## src/hw/rtl/ccs_pkg.sv

```systemverilog
// Shared types and constants for the camera-to-screen cursor smoother.
package ccs_pkg;

  // Averaging window; the depth is a power of two.
  localparam int unsigned WIN_LOG2     = 4;
  localparam int unsigned WINDOW_DEPTH = 1 << WIN_LOG2;
  localparam int unsigned SLOT_W       = (WIN_LOG2 > 0) ? WIN_LOG2 : 1;

  localparam int unsigned CAM_W   = 12;
  localparam int unsigned SCR_W   = 13;
  localparam int unsigned GAIN_W  = 6;
  localparam int unsigned POS_W   = 12;
  localparam int unsigned GEST_W  = 8;
  localparam int unsigned COORD_W = 16;
  localparam int unsigned SUM_W   = COORD_W + WIN_LOG2;

  // Mapping arithmetic widths.
  localparam int unsigned DIFF_W = CAM_W + 2;           // 2*pos - cam
  localparam int unsigned CS_W   = CAM_W + SCR_W;       // cam * scr
  localparam int unsigned DS_W   = DIFF_W + SCR_W + 1;  // (2*pos - cam) * scr
  localparam int unsigned NUM_W  = 34;                  // full numerator, signed
  localparam int unsigned MAG_W  = NUM_W - 1;           // numerator magnitude
  localparam int unsigned DEN_W  = CAM_W + 1;           // 2 * cam
  localparam int unsigned CNT_W  = $clog2(MAG_W + 1);

  localparam int unsigned IN_DATA_W  = 32;
  localparam int unsigned OUT_DATA_W = 40;
  localparam int unsigned CFG_IDX_W  = 3;
  localparam int unsigned CFG_DATA_W = 13;

  localparam logic [CAM_W-1:0]  CAM_W_RST  = CAM_W'(640);
  localparam logic [CAM_W-1:0]  CAM_H_RST  = CAM_W'(480);
  localparam logic [SCR_W-1:0]  SCR_W_RST  = SCR_W'(1920);
  localparam logic [SCR_W-1:0]  SCR_H_RST  = SCR_W'(1080);
  localparam logic [GAIN_W-1:0] X_GAIN_RST = GAIN_W'(4);
  localparam logic [GAIN_W-1:0] Y_GAIN_RST = GAIN_W'(10);

  typedef enum logic [CFG_IDX_W-1:0] {
    REG_CAMERA_WIDTH  = 3'd0,
    REG_CAMERA_HEIGHT = 3'd1,
    REG_SCREEN_WIDTH  = 3'd2,
    REG_SCREEN_HEIGHT = 3'd3,
    REG_X_GAIN        = 3'd4,
    REG_Y_GAIN        = 3'd5
  } reg_idx_e;

  typedef enum logic [3:0] {
    ST_IDLE,
    ST_MUL1,
    ST_MUL2,
    ST_MUL3,
    ST_SUM,
    ST_START,
    ST_DIV,
    ST_FIX,
    ST_UPD,
    ST_EMIT
  } ctrl_state_e;

  // Controller to datapath commands.
  typedef struct packed {
    logic load;
    logic mul1;
    logic mul2;
    logic mul3;
    logic sum;
    logic start;
    logic fix;
    logic upd;
    logic emit;
  } cmd_t;

  // Datapath to controller status.
  typedef struct packed {
    logic div_busy;
    logic out_free;
  } stat_t;

endpackage

```

## src/hw/rtl/ccs_div.sv

```systemverilog
// Restoring divider, one quotient bit per cycle, unsigned operands.
module ccs_div (
  input  logic                     clk_i,
  input  logic                     rst_ni,
  input  logic                     start_i,
  input  logic [ccs_pkg::MAG_W-1:0] dividend_i,
  input  logic [ccs_pkg::DEN_W-1:0] divisor_i,
  output logic                     busy_o,
  output logic [ccs_pkg::MAG_W-1:0] quotient_o
);
  import ccs_pkg::*;

  logic [MAG_W-1:0] quo_q;
  logic [DEN_W-1:0] rem_q;
  logic [DEN_W-1:0] div_q;
  logic [CNT_W-1:0] cnt_q;
  logic             busy_q;
  logic [DEN_W:0]   rem_sh;
  logic [DEN_W+1:0] diff;
  logic             fits;

  assign rem_sh = {rem_q, quo_q[MAG_W-1]};
  assign diff   = {1'b0, rem_sh} - {2'b0, div_q};
  assign fits   = ~diff[DEN_W+1];

  always_ff @(posedge clk_i or negedge rst_ni) begin
    if (!rst_ni) begin
      busy_q <= 1'b0;
      cnt_q  <= '0;
    end else if (start_i) begin
      busy_q <= 1'b1;
      cnt_q  <= CNT_W'(MAG_W);
    end else if (busy_q) begin
      cnt_q  <= cnt_q - CNT_W'(1);
      busy_q <= (cnt_q != CNT_W'(1));
    end
  end

  always_ff @(posedge clk_i) begin
    if (start_i) begin
      quo_q <= dividend_i;
      rem_q <= '0;
      div_q <= divisor_i;
    end else if (busy_q) begin
      // Shift in the next dividend bit, keep the trial remainder if it fits.
      quo_q <= {quo_q[MAG_W-2:0], fits};
      rem_q <= fits ? diff[DEN_W-1:0] : rem_sh[DEN_W-1:0];
    end
  end

  assign busy_o     = busy_q;
  assign quotient_o = quo_q;

endmodule

```

## src/hw/rtl/ccs_axis.sv

```systemverilog
// One axis: scaled mapping, saturation, history ring and running average.
module ccs_axis (
  input  logic                        clk_i,
  input  logic                        rst_ni,
  input  ccs_pkg::cmd_t               cmd_i,
  input  logic [ccs_pkg::POS_W-1:0]   pos_i,
  input  logic [ccs_pkg::CAM_W-1:0]   cam_i,
  input  logic [ccs_pkg::SCR_W-1:0]   scr_i,
  input  logic [ccs_pkg::GAIN_W-1:0]  gain_i,
  output logic                        div_busy_o,
  output logic [ccs_pkg::COORD_W-1:0] avg_o
);
  import ccs_pkg::*;

  logic [POS_W-1:0]          pos_q;
  logic signed [DIFF_W-1:0]  d_q;
  logic [CS_W-1:0]           cs_q;
  logic signed [DS_W-1:0]    ds_q;
  logic signed [NUM_W-1:0]   dsg_q;
  logic signed [NUM_W-1:0]   num_q;
  logic [NUM_W-1:0]          abs_w;
  logic [MAG_W-1:0]          quo;
  logic signed [COORD_W-1:0] m_q;
  logic signed [COORD_W-1:0] m_d;

  logic [COORD_W-1:0]        ring_mem [WINDOW_DEPTH];
  logic [WINDOW_DEPTH-1:0]   vld_q;
  logic [SLOT_W-1:0]         slot_q;
  logic signed [COORD_W-1:0] rd_q;
  logic signed [SUM_W-1:0]   sum_q;
  logic signed [SUM_W-1:0]   sum_d;
  logic signed [SUM_W-1:0]   bias;
  logic signed [SUM_W-1:0]   sum_rnd;

  // Mapping pipeline, one step per command.
  always_ff @(posedge clk_i) begin
    if (cmd_i.load) begin
      pos_q <= pos_i;
    end
    if (cmd_i.mul1) begin
      d_q  <= $signed({1'b0, pos_q, 1'b0}) - $signed({2'b0, cam_i});
      cs_q <= {13'b0, cam_i} * {12'b0, scr_i};
    end
    if (cmd_i.mul2) begin
      ds_q <= $signed(DS_W'(d_q)) * $signed({15'b0, scr_i});
    end
    if (cmd_i.mul3) begin
      dsg_q <= $signed(NUM_W'(ds_q)) * $signed({28'b0, gain_i});
    end
    if (cmd_i.sum) begin
      num_q <= dsg_q + $signed({9'b0, cs_q});
    end
    if (cmd_i.fix) begin
      m_q <= m_d;
    end
  end

  assign abs_w = num_q[NUM_W-1] ? NUM_W'(-num_q) : NUM_W'(num_q);

  ccs_div u_div (
    .clk_i      (clk_i),
    .rst_ni     (rst_ni),
    .start_i    (cmd_i.start),
    .dividend_i (abs_w[MAG_W-1:0]),
    .divisor_i  ({cam_i, 1'b0}),
    .busy_o     (div_busy_o),
    .quotient_o (quo)
  );

  // Restore the sign and clamp to 16 bits; a zero-size camera maps to zero.
  always_comb begin
    if (cam_i == '0) begin
      m_d = '0;
    end else if (num_q[NUM_W-1]) begin
      if (quo > MAG_W'(32768)) begin
        m_d = 16'sh8000;
      end else begin
        m_d = $signed(COORD_W'(-quo));
      end
    end else begin
      if (quo > MAG_W'(32767)) begin
        m_d = 16'sh7fff;
      end else begin
        m_d = $signed(quo[COORD_W-1:0]);
      end
    end
  end

  // History ring: read the oldest slot while dividing, replace it at update.
  always_ff @(posedge clk_i) begin
    if (cmd_i.start) begin
      rd_q <= vld_q[slot_q] ? $signed(ring_mem[slot_q]) : '0;
    end
    if (cmd_i.upd) begin
      ring_mem[slot_q] <= m_q;
    end
  end

  assign sum_d = sum_q - $signed(SUM_W'(rd_q)) + $signed(SUM_W'(m_q));

  always_ff @(posedge clk_i or negedge rst_ni) begin
    if (!rst_ni) begin
      vld_q  <= '0;
      slot_q <= '0;
      sum_q  <= '0;
    end else if (cmd_i.upd) begin
      vld_q[slot_q] <= 1'b1;
      sum_q         <= sum_d;
      slot_q        <= (slot_q == SLOT_W'(WINDOW_DEPTH - 1)) ? '0 : slot_q + SLOT_W'(1);
    end
  end

  // Divide the sum by the window depth, truncating toward zero.
  assign bias    = sum_q[SUM_W-1] ? $signed(SUM_W'(WINDOW_DEPTH - 1)) : '0;
  assign sum_rnd = sum_q + bias;
  assign avg_o   = sum_rnd[WIN_LOG2 +: COORD_W];

endmodule

```

## src/hw/rtl/ccs_dp.sv

```systemverilog
// Datapath: configuration registers, both axes, button flag and output register.
module ccs_dp (
  input  logic                           clk_i,
  input  logic                           rst_ni,
  input  ccs_pkg::cmd_t                  cmd_i,
  output ccs_pkg::stat_t                 stat_o,
  input  logic                           cfg_we_i,
  input  logic [ccs_pkg::CFG_IDX_W-1:0]  cfg_idx_i,
  input  logic [ccs_pkg::CFG_DATA_W-1:0] cfg_data_i,
  input  logic [ccs_pkg::IN_DATA_W-1:0]  in_data_i,
  output logic                           out_valid_o,
  input  logic                           out_ready_i,
  output logic [ccs_pkg::OUT_DATA_W-1:0] out_data_o
);
  import ccs_pkg::*;

  logic [CAM_W-1:0]   cam_w_q, cam_h_q;
  logic [SCR_W-1:0]   scr_w_q, scr_h_q;
  logic [GAIN_W-1:0]  x_gain_q, y_gain_q;
  logic               btn_q;
  logic               ovalid_q;
  logic [COORD_W-1:0] cx_q, cy_q, avg_x, avg_y;
  logic               obtn_q;
  logic               busy_x, busy_y;

  always_ff @(posedge clk_i or negedge rst_ni) begin
    if (!rst_ni) begin
      cam_w_q  <= CAM_W_RST;
      cam_h_q  <= CAM_H_RST;
      scr_w_q  <= SCR_W_RST;
      scr_h_q  <= SCR_H_RST;
      x_gain_q <= X_GAIN_RST;
      y_gain_q <= Y_GAIN_RST;
    end else if (cfg_we_i) begin
      case (reg_idx_e'(cfg_idx_i))
        REG_CAMERA_WIDTH:  cam_w_q  <= cfg_data_i[CAM_W-1:0];
        REG_CAMERA_HEIGHT: cam_h_q  <= cfg_data_i[CAM_W-1:0];
        REG_SCREEN_WIDTH:  scr_w_q  <= cfg_data_i[SCR_W-1:0];
        REG_SCREEN_HEIGHT: scr_h_q  <= cfg_data_i[SCR_W-1:0];
        REG_X_GAIN:        x_gain_q <= cfg_data_i[GAIN_W-1:0];
        REG_Y_GAIN:        y_gain_q <= cfg_data_i[GAIN_W-1:0];
        default: ;
      endcase
    end
  end

  ccs_axis u_axis_x (
    .clk_i      (clk_i),
    .rst_ni     (rst_ni),
    .cmd_i      (cmd_i),
    .pos_i      (in_data_i[POS_W-1:0]),
    .cam_i      (cam_w_q),
    .scr_i      (scr_w_q),
    .gain_i     (x_gain_q),
    .div_busy_o (busy_x),
    .avg_o      (avg_x)
  );

  ccs_axis u_axis_y (
    .clk_i      (clk_i),
    .rst_ni     (rst_ni),
    .cmd_i      (cmd_i),
    .pos_i      (in_data_i[2*POS_W-1:POS_W]),
    .cam_i      (cam_h_q),
    .scr_i      (scr_h_q),
    .gain_i     (y_gain_q),
    .div_busy_o (busy_y),
    .avg_o      (avg_y)
  );

  always_ff @(posedge clk_i) begin
    if (cmd_i.load) begin
      btn_q <= (in_data_i[2*POS_W +: GEST_W] == '0);
    end
    if (cmd_i.emit) begin
      cx_q   <= avg_x;
      cy_q   <= avg_y;
      obtn_q <= btn_q;
    end
  end

  // Output register: hold the result until the downstream side takes it.
  always_ff @(posedge clk_i or negedge rst_ni) begin
    if (!rst_ni) begin
      ovalid_q <= 1'b0;
    end else if (cmd_i.emit) begin
      ovalid_q <= 1'b1;
    end else if (out_ready_i) begin
      ovalid_q <= 1'b0;
    end
  end

  assign stat_o.div_busy = busy_x | busy_y;
  assign stat_o.out_free = ~ovalid_q | out_ready_i;
  assign out_valid_o     = ovalid_q;
  assign out_data_o      = {7'b0, obtn_q, cy_q, cx_q};

endmodule

```

## src/hw/rtl/ccs_ctrl.sv

```systemverilog
// Controller: sequences the mapping steps, the divide and the ring update.
module ccs_ctrl (
  input  logic           clk_i,
  input  logic           rst_ni,
  input  logic           in_valid_i,
  output logic           in_ready_o,
  input  ccs_pkg::stat_t stat_i,
  output ccs_pkg::cmd_t  cmd_o
);
  import ccs_pkg::*;

  ctrl_state_e state_q, state_d;

  always_ff @(posedge clk_i or negedge rst_ni) begin
    if (!rst_ni) begin
      state_q <= ST_IDLE;
    end else begin
      state_q <= state_d;
    end
  end

  always_comb begin
    state_d    = state_q;
    cmd_o      = '0;
    in_ready_o = 1'b0;
    case (state_q)
      ST_IDLE: begin
        in_ready_o = 1'b1;
        if (in_valid_i) begin
          cmd_o.load = 1'b1;
          state_d    = ST_MUL1;
        end
      end
      ST_MUL1: begin
        cmd_o.mul1 = 1'b1;
        state_d    = ST_MUL2;
      end
      ST_MUL2: begin
        cmd_o.mul2 = 1'b1;
        state_d    = ST_MUL3;
      end
      ST_MUL3: begin
        cmd_o.mul3 = 1'b1;
        state_d    = ST_SUM;
      end
      ST_SUM: begin
        cmd_o.sum = 1'b1;
        state_d   = ST_START;
      end
      ST_START: begin
        cmd_o.start = 1'b1;
        state_d     = ST_DIV;
      end
      ST_DIV: begin
        if (!stat_i.div_busy) begin
          state_d = ST_FIX;
        end
      end
      ST_FIX: begin
        cmd_o.fix = 1'b1;
        state_d   = ST_UPD;
      end
      ST_UPD: begin
        cmd_o.upd = 1'b1;
        state_d   = ST_EMIT;
      end
      ST_EMIT: begin
        // Hold until the output register is free.
        if (stat_i.out_free) begin
          cmd_o.emit = 1'b1;
          state_d    = ST_IDLE;
        end
      end
      default: begin
        state_d = ST_IDLE;
      end
    endcase
  end

endmodule

```

## src/hw/rtl/camera_to_screen_cursor_smoother.sv

```systemverilog
// Top level of the camera-to-screen cursor smoother.
//
//  channel   | direction | contents
//  ----------+-----------+--------------------------------------------------
//  s_axis    | in        | tracked point and gesture, one request per point
//  m_axis    | out       | smoothed cursor and button state, one per request
//  cfg       | in        | register writes, index and data, no read-back
//
// Each request is finished before the next is accepted; the bit-serial divider
// (one quotient bit per cycle over a 33-bit numerator magnitude) takes most of that time.
// Reset clears the history valid flags, the running sums and the write slot, and
// loads the register defaults; no clearing pass is needed.
// A new request is accepted while the previous result still waits on m_axis;
// the controller stalls before emitting only while that result is untaken.
module camera_to_screen_cursor_smoother (
  input  logic                           clk_i,
  input  logic                           rst_ni,
  input  logic                           s_axis_tvalid,
  output logic                           s_axis_tready,
  // [11:0] pos_x, [23:12] pos_y, [31:24] gesture_id
  input  logic [ccs_pkg::IN_DATA_W-1:0]  s_axis_tdata,
  output logic                           m_axis_tvalid,
  input  logic                           m_axis_tready,
  // [15:0] cursor_x, [31:16] cursor_y, [32] button_down, [39:33] zero
  output logic [ccs_pkg::OUT_DATA_W-1:0] m_axis_tdata,
  input  logic                           cfg_we_i,
  input  logic [ccs_pkg::CFG_IDX_W-1:0]  cfg_idx_i,
  input  logic [ccs_pkg::CFG_DATA_W-1:0] cfg_data_i
);
  import ccs_pkg::*;

  cmd_t  cmd;
  stat_t stat;

  ccs_ctrl u_ctrl (
    .clk_i      (clk_i),
    .rst_ni     (rst_ni),
    .in_valid_i (s_axis_tvalid),
    .in_ready_o (s_axis_tready),
    .stat_i     (stat),
    .cmd_o      (cmd)
  );

  ccs_dp u_dp (
    .clk_i       (clk_i),
    .rst_ni      (rst_ni),
    .cmd_i       (cmd),
    .stat_o      (stat),
    .cfg_we_i    (cfg_we_i),
    .cfg_idx_i   (cfg_idx_i),
    .cfg_data_i  (cfg_data_i),
    .in_data_i   (s_axis_tdata),
    .out_valid_o (m_axis_tvalid),
    .out_ready_i (m_axis_tready),
    .out_data_o  (m_axis_tdata)
  );

endmodule
```

## config.mk

```make
export PLATFORM = sky130hd
export DESIGN_NAME = camera_to_screen_cursor_smoother
export DESIGN_NICKNAME = d
export VERILOG_FILES = /design/src/hw/rtl/ccs_pkg.sv /design/src/hw/rtl/ccs_div.sv /design/src/hw/rtl/ccs_axis.sv /design/src/hw/rtl/ccs_dp.sv /design/src/hw/rtl/ccs_ctrl.sv /design/src/hw/rtl/camera_to_screen_cursor_smoother.sv
export SDC_FILE = /design/constraint.sdc
export NUM_CORES = 2
export LEC_CHECK = 0
export ABC_AREA = 1
export BUFFER_PORTS_ARGS = -buffer_cell sky130_fd_sc_hd__buf_4
export CORE_MARGIN = 2
export CORE_UTILIZATION = 35
export CTS_CLUSTER_SIZE = 30
export DETAILED_ROUTE_END_ITERATION = 12
export SLEW_MARGIN = 30
export SYNTH_ARGS = -nofsm -noshare
export SYNTH_HDL_FRONTEND = slang
export SYNTH_SLANG_ARGS = --single-unit
```

## constraint.sdc

```tcl
create_clock -name clk_i -period 7.1 [get_ports clk_i]
set_clock_uncertainty 0.1 [all_clocks]
set_input_delay 1.42 -clock clk_i [delete_from_list [all_inputs] [get_ports clk_i]]
set_output_delay 1.42 -clock clk_i [all_outputs]
set_load 0.005 [all_outputs]
```

==> results.yml <==
global_route:
  grt_pass1_vias: 72930
  grt_start_max_net_pins: 97
  initial_antenna_violation_count: 5
  grtUsageTotal_pct: 17.84
  grt_pass1_wl_mm: 400.8
  gr-total-overflow: 0
synthesis:
  synthCells: 11470
  synthesis.area_per_instance_um2: 8.419
  yosysUniqueCellTypes: 53
  yosys.area.top_type: "edfxtp_1"
  synth-warning-count: 0
  synth_sequential_area_ratio_pct: 35.66
  synth_top_area_share_pct: 30.92
  synthesis.area_um2: 96520
  ys_ff_latch: 1181
  synth_area_leaders: "edfxtp_1 (31%), fa_1 (18%), nand2_1 (12%)"
cts:
  numCtsBuffers: 144
  cts.hold.buffers_added: 0
  clock_latency_ns: 0.80
  cts.htree.levels: 4
  cts_setup_buffers: 0
  postCtsResizedCells: 0
  clock_sink_count: 1181
  clock_tree.buffer_depth: 4
  clockRootBuffer: "clkbuf_16"
  cts_tree: "done"
  clock_pin_slew_of_the_registers_on_the_worst_case_setup_and_hold_paths_ns: 0.06
floorplan:
  ios: 95
  row_count: 192
  core_area_um2: 273900
  die_width_um: 529.2
  initial_utilization_pct: 35.25
  floorplan.die_area_um2: 280000
  dieHeight_um: 529.2
worst_setup_path:
  r2r-start: "u_dp.scr_h_q[3]"
  worst_setup_path_startpoint: "u_dp.scr_h_q[3]"
  timing.critical_path.fanout_max: 27
  crit_path_start_kind: "flop"
  critical_path_end_type: "flop"
  critPathKind: "flop to flop"
  critPathArrivalTime_ns: 6.67
  critPathRequiredTime_ns: 7.54
sta:
  final_period_minus_worst_setup_slack_ns: 6.238
  finalCritPeriodShare_pct: 87.85
  drv_slew: 0
  tightest_slew_ns: 0.9560
  fmax_mhz: 160.3
  hold_violations: 0
  total_setup_violations_reported_at_the_end_of_the_flow: 0
  setup_repair_after_global_routing_missed_its_margin: "false"
  total_negative_slack_for_setup_checks_ns: 0
  slew_headroom_pct: 36.03
detailed_routing:
  route.vias.total: 72750
  drc: 0
  antenna_violating_nets_left: 0
  detail_route.vias_per_cell: 4.801
  dr.first_iter.drc_count: 5028
  dr.pass1.iters: 6
  wl_per_cell_um: 16.32
  routed_wl_mm: 247.4
hold_path:
  holdCritPathClass: "flop to flop"
  hold_path.startpoint: "u_dp.btn_q"
flow_run:
  drv_cap: 0
finish:
  final_cell_mix: "nand2_1 (3039), inv_1 (2279), edfxtp_1 (994)"
  drive_above_1_share_pct: 4.480
  synthToLayoutAreaGrowth_pct: 9.420
  mostFrequentLayoutCell: "nand2_1"
  finalNetCount: 12930
place:
  io_buffer_count: 87
  hpwl_after_detailed_placement_mm: 184.0
  gp_congestion: 0.9241
status:
  outcome: "finished, final reports clean"
## through the flow
stage / util [%] / setup slack [ns] / hold slack [ns] / instance area (µm²) / instances
3_5_place_dp: 36.92 / 0.8071 / 0.3054 / 101100 / 14900
3_3_place_gp: 36.89 / 0.8945 / 0.3055 / 101000 / 14900
6_report: 38.57 / 0.8624 / 0.3200 / 105600 / 15150
5_1_grt: 38.57 / 0.5078 / 0.3310 / 105600 / 15150
4_1_cts: 38.54 / 0.8075 / 0.3200 / 105500 / 15150
2_1_floorplan: - / 1.239 / 0.3003 / 96550 / 11470
## area by class of cell
type | instances | area (µm²)
antenna | 1 | 2.502
clock buffer | 190 | 3869
clock inverter | 59 | 569.3
fill | 27860 | 168200
inverter | 2292 | 8608
multi-input combinational | 7654 | 52160
sequential | 1181 | 34440
tap | 3589 | 4491
timing repair buffer | 187 | 1474
## worst max-delay path, stage by stage, from the launching register on
cell and delay, ns:
dfstp_2 0.89, nand2_1 0.19, fa_1 0.59, fa_1 0.47, inv_1 0.30, fa_1 0.51, fa_1 0.51, fa_1 0.49
inv_1 0.05, fa_1 0.49, inv_1 0.05, ha_1 0.38, nand2_1 0.14, nor2_1 0.18, nand2_1 0.07, inv_1 0.07
nand3_1 0.05, or2_2 0.31, nand4_1 0.07, nand2_1 0.05
## cells in the mapped netlist, drive strengths merged
library cell / count
inv: 2288
a31oi: 18
a41oi: 2
a21oi: 350
xnor2: 60
o21a: 4
a21o: 16
a211oi: 2
nand3b: 37
a21boi: 5
nor4: 22
xor2: 188
a22oi: 1
nand3: 486
fa: 850
o21ai: 608
nand2: 3045
o311ai: 1
nor3: 71
o21bai: 30
nor2: 982
dfstp: 17
and2: 12
and3: 2
o22ai: 136
conb: 1
dfxtp: 26
o211ai: 5
a31o: 1
ha: 562
or2: 31
dfrtp: 144
nor3b: 3
clkbuf: 246
buf: 98
edfxtp: 994
o31ai: 2
clkinv: 4
nand4: 115
## worst paths after layout
kind	end	slack [ns]	cells after the start
hold / removal	u_dp.obtn_q	0.32	0
min in group asynchronous	u_dp.u_axis_x.sum_q[5]	0.55	1
setup / recovery	u_dp.u_axis_y.ds_q[24]	0.86	19
hold reg to reg	u_dp.obtn_q	0.32	0
setup reg to reg	u_dp.u_axis_y.ds_q[24]	0.86	19
max in group asynchronous	u_dp.u_axis_y.slot_q[0]	4.99	2
## layer usage
metal  global-route usage [%]  share of wire, %
met1                    24.39                45
met2                    29.97                47
met3                    1.848               4.9
met4                    4.815               2.6
met5                        0                 0
## state kept, by name, summed over array words and instances (netlist names), 14 cells and up
register,cells
u_dp.cx_q,16
u_dp.cy_q,16
u_dp.u_axis_x.cs_q,25
u_dp.u_axis_x.d_q,14
u_dp.u_axis_x.ds_q,28
u_dp.u_axis_x.dsg_q,34
u_dp.u_axis_x.m_q,16
u_dp.u_axis_x.num_q,34
u_dp.u_axis_x.rd_q,16
u_dp.u_axis_x.ring_mem,256
u_dp.u_axis_x.sum_q,20
u_dp.u_axis_x.u_div.quotient_o,33
u_dp.u_axis_x.vld_q,16
u_dp.u_axis_y.cs_q,25
u_dp.u_axis_y.d_q,14
u_dp.u_axis_y.ds_q,28
u_dp.u_axis_y.dsg_q,34
u_dp.u_axis_y.m_q,16
u_dp.u_axis_y.num_q,34
u_dp.u_axis_y.rd_q,16
u_dp.u_axis_y.ring_mem,256
u_dp.u_axis_y.sum_q,20
u_dp.u_axis_y.u_div.quotient_o,33
u_dp.u_axis_y.vld_q,16
## kinds of logic (layout without fill, tap and decap cells)
kind of cell    count (synthesis)  after routing  share of synthesized area [%]
other cells                     1              8                       0.003885
xor+xnor                      248            248                          2.250
compound gates               1181           1181                          6.527
flops                        1181           1181                          35.66
fa+ha+maj                    1412           1412                          24.91
buf+inv                      2636           2728                          10.51
simple gates                 4806           4806                          20.13
Power is left out: the tool's default activity adds up to more than one toggle a clock period on the data nets, which glitch-free logic cannot reach.
